$ cat src/sv/mkoc_pkg.sv
package mkoc_pkg;

  // default build sizes
  localparam int NUM_WORDS_DEF   = 8;
  localparam int MAX_LEN_DEF     = 16;
  localparam int COUNT_WIDTH_DEF = 32;

  // operation codes
  localparam logic [2:0] OP_TEXT       = 3'd0;
  localparam logic [2:0] OP_WR_CHAR    = 3'd1;
  localparam logic [2:0] OP_SET_LEN    = 3'd2;
  localparam logic [2:0] OP_RD_COUNT   = 3'd3;
  localparam logic [2:0] OP_CLR_COUNTS = 3'd4;

  // keywords loaded at reset, right-justified in each entry
  localparam int DEF_WORDS = 8;
  localparam int DEF_SLOTS = 11;
  localparam logic [DEF_SLOTS*8-1:0] DEF_TEXT [DEF_WORDS] = '{
    "mundo", "modelo", "saber", "esporte",
    "financeiro", "empresa", "porta", "mercado"
  };
  localparam int DEF_LEN [DEF_WORDS] = '{5, 6, 5, 7, 10, 7, 5, 7};

  typedef struct packed {
    logic [2:0] op;
    logic [7:0] data_byte;
    logic [2:0] word_index;
    logic [4:0] char_position;
  } in_item_t;

  typedef struct packed {
    logic [7:0]  match_mask;
    logic [31:0] count_value;
    logic [2:0]  word_index_echo;
  } out_item_t;

  // ascii upper case to lower case, other bytes unchanged
  function automatic logic [7:0] fold_char(logic [7:0] c);
    logic [7:0] r;
    r = c;
    if (c >= 8'h41 && c <= 8'h5A) begin
      r = c + 8'h20;
    end
    return r;
  endfunction

  // reset character of keyword w at slot p
  function automatic logic [7:0] def_char(int w, int p);
    logic [7:0] c;
    c = '0;
    if (w >= 0 && w < DEF_WORDS) begin
      if (p >= 0 && p < DEF_LEN[w]) begin
        c = DEF_TEXT[w][(DEF_LEN[w] - 1 - p) * 8 +: 8];
      end
    end
    return c;
  endfunction

  // reset length of keyword w, cut to the slot count
  function automatic int def_len(int w, int max_len);
    int n;
    n = 0;
    if (w >= 0 && w < DEF_WORDS) begin
      n = (DEF_LEN[w] > max_len) ? max_len : DEF_LEN[w];
    end
    return n;
  endfunction

endpackage

$ cat src/sv/mkoc_lane.sv
module mkoc_lane #(
  parameter int WORD_ID     = 0,
  parameter int MAX_LEN     = 16,
  parameter int COUNT_WIDTH = 32
) (
  input  logic                   clk,
  input  logic                   rst_n,
  input  logic                   upd,
  input  mkoc_pkg::in_item_t     item,
  output logic                   hit,
  output logic [COUNT_WIDTH-1:0] count
);
  import mkoc_pkg::*;

  localparam int IDX_W = $clog2(MAX_LEN);
  localparam int CUR_W = $clog2(MAX_LEN + 1);

  logic [7:0]             chars_r [MAX_LEN];
  logic [CUR_W-1:0]       len_r;
  logic [CUR_W-1:0]       cur_r;
  logic [COUNT_WIDTH-1:0] count_r;

  logic [CUR_W-1:0]       len_nxt;
  logic [CUR_W-1:0]       cur_nxt;
  logic [COUNT_WIDTH-1:0] count_nxt;
  logic                   wr_char;
  logic [IDX_W-1:0]       wr_slot;
  logic                   sel;
  logic [7:0]             t_byte;
  logic [7:0]             c_cur;
  logic [7:0]             c_first;
  logic [CUR_W-1:0]       step_cur;
  logic                   done;

  assign sel     = (int'(item.word_index) == WORD_ID);
  assign t_byte  = fold_char(item.data_byte);
  assign c_cur   = fold_char(chars_r[cur_r[IDX_W-1:0]]);
  assign c_first = fold_char(chars_r[0]);
  assign wr_slot = IDX_W'(item.char_position);

  // cursor step for a text byte
  always_comb begin
    if (cur_r < len_r && c_cur == t_byte) begin
      step_cur = cur_r + 1'b1;
    end else if (c_first == t_byte) begin
      step_cur = CUR_W'(1);
    end else begin
      step_cur = '0;
    end
  end

  assign done = (item.op == OP_TEXT) && (len_r != '0) && (step_cur >= len_r);
  assign hit  = done;

  // next state per operation
  always_comb begin
    len_nxt   = len_r;
    cur_nxt   = cur_r;
    count_nxt = count_r;
    wr_char   = 1'b0;
    case (item.op)
      OP_TEXT: begin
        if (len_r != '0) begin
          cur_nxt = done ? '0 : step_cur;
          if (done && count_r != '1) begin
            count_nxt = count_r + 1'b1;
          end
        end
      end
      OP_WR_CHAR: begin
        if (sel && int'(item.char_position) < MAX_LEN) begin
          wr_char = 1'b1;
          cur_nxt = '0;
        end
      end
      OP_SET_LEN: begin
        if (sel) begin
          len_nxt = (int'(item.char_position) > MAX_LEN) ? CUR_W'(MAX_LEN)
                                                         : CUR_W'(item.char_position);
          cur_nxt = '0;
        end
      end
      OP_CLR_COUNTS: begin
        count_nxt = '0;
      end
      default: begin
      end
    endcase
  end

  // keyword storage, cursor and count
  always_ff @(posedge clk) begin
    if (!rst_n) begin
      for (int p = 0; p < MAX_LEN; p++) begin
        chars_r[p] <= def_char(WORD_ID, p);
      end
      len_r   <= CUR_W'(def_len(WORD_ID, MAX_LEN));
      cur_r   <= '0;
      count_r <= '0;
    end else if (upd) begin
      if (wr_char) begin
        chars_r[wr_slot] <= item.data_byte;
      end
      len_r   <= len_nxt;
      cur_r   <= cur_nxt;
      count_r <= count_nxt;
    end
  end

  assign count = count_r;

endmodule

$ cat src/sv/multi_keyword_occurrence_counter_top.sv
// an accepted item is held in the input register, and its result is loaded into the result register
// one item per cycle while the result register is not held by out_stall; each keyword has its own compare lane and
// all lanes step in parallel between the input register and the result register
// reset (synchronous, active low): default keywords and lengths reloaded,
// cursors and counts cleared, both pipeline registers emptied
module multi_keyword_occurrence_counter_top #(
  parameter int NUM_WORDS   = mkoc_pkg::NUM_WORDS_DEF,
  parameter int MAX_LEN     = mkoc_pkg::MAX_LEN_DEF,
  parameter int COUNT_WIDTH = mkoc_pkg::COUNT_WIDTH_DEF
) (
  input  logic                clk,
  input  logic                rst_n,
  input  logic                in_valid,
  output logic                in_stall,
  input  mkoc_pkg::in_item_t  in_item,
  output logic                out_valid,
  input  logic                out_stall,
  output mkoc_pkg::out_item_t out_item
);
  import mkoc_pkg::*;

  logic                   s1_valid_r;
  in_item_t               s1_item_r;
  logic                   out_valid_r;
  out_item_t              out_item_r;

  logic                   s1_go;
  logic [NUM_WORDS-1:0]   hit;
  logic [COUNT_WIDTH-1:0] cnt [NUM_WORDS];
  logic [7:0]             mask;
  logic [63:0]            rd_cnt;
  logic [31:0]            rd_sat;
  out_item_t              res;

  // stage one moves on unless the result register is held
  assign s1_go    = s1_valid_r && !(out_valid_r && out_stall);
  assign in_stall = s1_valid_r && !s1_go;

  // one lane per keyword
  for (genvar w = 0; w < NUM_WORDS; w++) begin : g_lane
    mkoc_lane #(
      .WORD_ID     (w),
      .MAX_LEN     (MAX_LEN),
      .COUNT_WIDTH (COUNT_WIDTH)
    ) u_lane (
      .clk   (clk),
      .rst_n (rst_n),
      .upd   (s1_go),
      .item  (s1_item_r),
      .hit   (hit[w]),
      .count (cnt[w])
    );
  end

  // only the first eight keywords show in the mask
  for (genvar b = 0; b < 8; b++) begin : g_mask
    if (b < NUM_WORDS) begin : g_on
      assign mask[b] = hit[b];
    end else begin : g_off
      assign mask[b] = 1'b0;
    end
  end

  // count read select, saturated to the port width
  always_comb begin
    rd_cnt = '0;
    for (int w = 0; w < NUM_WORDS; w++) begin
      if (int'(s1_item_r.word_index) == w) begin
        rd_cnt = 64'(cnt[w]);
      end
    end
    rd_sat = (rd_cnt > 64'h0000_0000_FFFF_FFFF) ? '1 : rd_cnt[31:0];
  end

  // result item
  always_comb begin
    res.match_mask      = (s1_item_r.op == OP_TEXT) ? mask : '0;
    res.count_value     = (s1_item_r.op == OP_RD_COUNT) ? rd_sat : '0;
    res.word_index_echo = s1_item_r.word_index;
  end

  // input register
  always_ff @(posedge clk) begin
    if (!rst_n) begin
      s1_valid_r <= 1'b0;
    end else if (!in_stall) begin
      s1_valid_r <= in_valid;
    end
  end

  always_ff @(posedge clk) begin
    if (!in_stall && in_valid) begin
      s1_item_r <= in_item;
    end
  end

  // result register
  always_ff @(posedge clk) begin
    if (!rst_n) begin
      out_valid_r <= 1'b0;
    end else if (s1_go) begin
      out_valid_r <= 1'b1;
    end else if (!out_stall) begin
      out_valid_r <= 1'b0;
    end
  end

  always_ff @(posedge clk) begin
    if (s1_go) begin
      out_item_r <= res;
    end
  end

  assign out_valid = out_valid_r;
  assign out_item  = out_item_r;

endmodule
$ cat config.mk
export PLATFORM = sky130hd
export DESIGN_NAME = multi_keyword_occurrence_counter_top
export DESIGN_NICKNAME = d
export VERILOG_FILES = /design/src/sv/mkoc_pkg.sv /design/src/sv/mkoc_lane.sv /design/src/sv/multi_keyword_occurrence_counter_top.sv
export SDC_FILE = /design/constraint.sdc
export NUM_CORES = 2
export LEC_CHECK = 0
export BUFFER_PORTS_ARGS = -buffer_cell sky130_fd_sc_hd__buf_4
export CAP_MARGIN = 5
export CORE_ASPECT_RATIO = 0.75
export CORE_UTILIZATION = 50
export CTS_BUF_LIST = sky130_fd_sc_hd__clkbuf_16
export DETAILED_ROUTE_END_ITERATION = 8
export PLACE_DENSITY = 0.62
export SLEW_MARGIN = 20
export SYNTH_ARGS = -nofsm -noshare
export SYNTH_HDL_FRONTEND = slang
export SYNTH_HIERARCHICAL = 1
export SYNTH_SLANG_ARGS = --single-unit
$ cat constraint.sdc
create_clock -name clk -period 9.9 [get_ports clk]
set_input_delay 0.495 -clock clk [delete_from_list [all_inputs] [get_ports clk]]
set_output_delay 0.495 -clock clk [all_outputs]
set_load 0.01 [all_outputs]
==> qor.csv <==
metric;value;unit
Comb pwr share;0.054;
cell with the most instances after synthesis;edfxtp_1;
fill count;12490;
CTS H-tree depth;4;
Slew Viols, Final;0;
FF-to-FF path depth;20;
die width;449.8;µm
Slew headroom;0.2153;
synth cell count leaders;edfxtp_1, and2_1, nor2_1;
clk_lat worst skew;0.81;ns
status;finished, final reports clean;
Num CTS Buffers;152;
placed inst area;77630;µm²
largest net degree at the start of global routing;114;
Antenna diodes;0;
worst slew pin tran;1.169;ns
Post-synth ARST share;0;
Hold Crit Depth;2;
Routed WL per cell;25.40;µm
number of global-route vias before repair;50070;
# Max-Cap Violations;0;
num rows;122;
clock network power share;0.435;
Seq pwr share;0.511;
clock slew at reported path FFs;0.06;ns
Worst IR Drop VDD;188.7;µV
Synth area leaders;edfxtp_1, dfxtp_1, mux4_2;
CTS tree;built;
hpwl dp;143.4;mm
clock buffer depth;3;
Die Ht;337.9;µm
final setup fails;0;
drt total wl;215.6;mm
post-synth cell types;113;
Via-to-Cell Ratio;6.221;
Root Buffer;clkbuf_16;
Final Cell Area;82740;µm²
synth-to-layout area growth;10.02;%
top_reg_cell synth;edfxtp_1;
critical path fanouts, max;28;
crit path DAT;7.65;ns
global-route usage over all layers;0.2814;
Leak;28.30;nW
post-synth design cell area;75210;µm²
hold crit path type;input pin to flip-flop;
CP Launch Type;flip-flop;
die footprint;152000;µm²
Detailed Route Iter0 Violations;6090;
setup ws final;2.950;ns
sw frac;0.2311;
# IOs;68;
Final Hold Fails;0;
Yosys top cell area share;0.4336;
Syn. warnings;6;
r2r endpoint;g_lane[4].u_lane/count[22]$_SDFFE_PN0P_;
Seq/Total Area, Yosys;0.5321;
layout cell share with drive strength beyond 1;0.1239;
GRT Residual Overflow;0;
Setup crit end kind;flip-flop;
Clock Skew;0.02993;ns
post-route DRC violation count;0;
Required @ worst endpoint;10.60;ns
power density cells;158.7;nW/µm²
post-layout min period;6.950;ns
Internal;10.10;mW
NetSw;3.035;mW
Syn Area/Cell;11.80;µm²
DR vias;52810;
Placer Congestion;0.9527;
clk sink count;1456;
Place WS;2.988;ns
Mapped Cells;6371;
DP Cell Count;8190;
core region area;148400;µm²
Yosys top cell by area;edfxtp_1;
flop and latch count out of synthesis;1456;
achievable frequency;143.9;MHz
first-pass GRT wire length;323.6;mm
setup TNS;0;ns
hold path endpoint;g_lane[1].u_lane/len_r[1]$_SDFFE_PN1P_;
register area;40030;µm²
Final ANT Viol Nets;0;
number of non-filler instances in the completed layout;8489;
IO buf count;67;
hold path startpoint;rst_n;
initial antenna violation count;7;
Starting Density;0.5069;
Multi-input gate area;32790;µm²
Final Cycle Share;0.7020;
Post-synth EDFFs;1086;
critical setup path kind;flip-flop to flip-flop;
Post-CTS Resized;0;
Syn Nets;6506;
RSZ-0062 raised after global routing;false;
Final Net Count;6516;
reg2reg setup slack;2.95;ns
drt pass-1 iters;6;
[placed cells by master, fill, tap and decap left out, types with 181 or more instances in the layout]
cell and count:
edfxtp_1 1086, and2_1 717, nor2_1 401, dfxtp_1 364
nand2_1 322, nor3_1 248, mux4_2 231, buf_4 220
o21ai_0 213, a21oi_1 196, nand2b_1 187, or3_1 181
[registers in the layout, indices dropped and copies added, names as in the netlist, named ones only]
signal,count
g_lane.u_lane/chars_r,1024
g_lane.u_lane/len_r,40
out_item,43
out_valid,1
s1_valid_r,1
res,3
g_lane.u_lane/count,256
g_lane.u_lane/cur_r,40
s1_item_r,16
[worst max-delay path by stage]
stage	end	cells after the start
floorplan	g_lane[2].u_lane/count[10]$_SDFFE_PN0P_	5
global placement	g_lane[4].u_lane/count[22]$_SDFFE_PN0P_	20
finish	g_lane[4].u_lane/count[22]$_SDFFE_PN0P_	20
detailed placement	g_lane[4].u_lane/count[26]$_SDFFE_PN0P_	20
CTS	g_lane[4].u_lane/count[26]$_SDFFE_PN0P_	20
global route	g_lane[4].u_lane/count[26]$_SDFFE_PN0P_	22
[cells by family after synthesis]
family | share of synthesized area
AOI/OAI and AO/OA | 0.07779
xor gates and xnor gates | 0.02762
adders and majority gates | 0.01863
buffers and inverters | 0.03242
DFF | 0.5321
muxes | 0.1113
and+or+nand+nor | 0.2001
[layer usage]
metal,GRT usage,wire [µm],vias up,share of wire
li1,-,-,23790,-
met1,0.4335,99130,26490,0.46
met2,0.4064,92070,2262,0.43
met3,0.04891,19300,268,0.090
met4,0.07686,5014,4,0.023
met5,0.005000,125,-,0.00058
[critical path, cell delays in order (launching register included)]
cell and delay (ns):
dfxtp_2 0.58, buf_4 0.46, mux4_2 0.55, a22oi_1 0.33, nand2_1 0.19, ha_1 0.35, o21a_1 0.11, o41a_1 0.35
a2111oi_4 0.60, nand2_2 0.16, mux2_4 0.32, ha_1 0.26, nand2b_1 0.10, a21o_1 0.11, a21o_1 0.10, a21o_1 0.11
a21oi_1 0.08, o21ai_0 0.35, nand4b_1 0.80, or4_1 0.73, a21oi_1 0.16
[power by group through the flow]
stage / logic [mW] / registers [mW] / clock network, mW
5_1_grt: 0.748 / 6.72 / 6.03
2_1_floorplan: 0.397 / 6.84 / 0
3_3_place_gp: 0.679 / 6.84 / 0
3_5_place_dp: 0.689 / 6.84 / 0
4_1_cts: 0.698 / 6.71 / 5.80
6_report: 0.706 / 6.71 / 5.71
[stage by stage]
| step | power (mW) | hold WS [ns] | util |
|---|---|---|---|
| after CTS | 13.22 | 0.1588 | 0.5576 |
| final | 13.13 | 0.2284 | 0.5577 |
| after floorplan | 7.234 | 0.4437 | - |
| after global placement | 7.520 | 0.4553 | 0.5232 |
| after detailed placement | 7.533 | 0.4657 | 0.5232 |
| after global routing | 13.50 | 0.2130 | 0.5577 |
[layout make-up]
class / count / share of cell area
sequential: 1456 / 0.4837
multi-input combinational: 4378 / 0.3963
clock buffer: 159 / 0.04809
tap: 1984 / 0.03000
timing repair buffer: 249 / 0.02436
clock inverter: 119 / 0.01102
inverter: 144 / 0.006532
[what timing repair did]
item | in CTS | in global routing
endpoints found under the hold margin | 21 | 0
setup buffers | 0 | 0
hold buffers | 21 | 0
No activity file was read; power rests on OpenSTA's default activity.
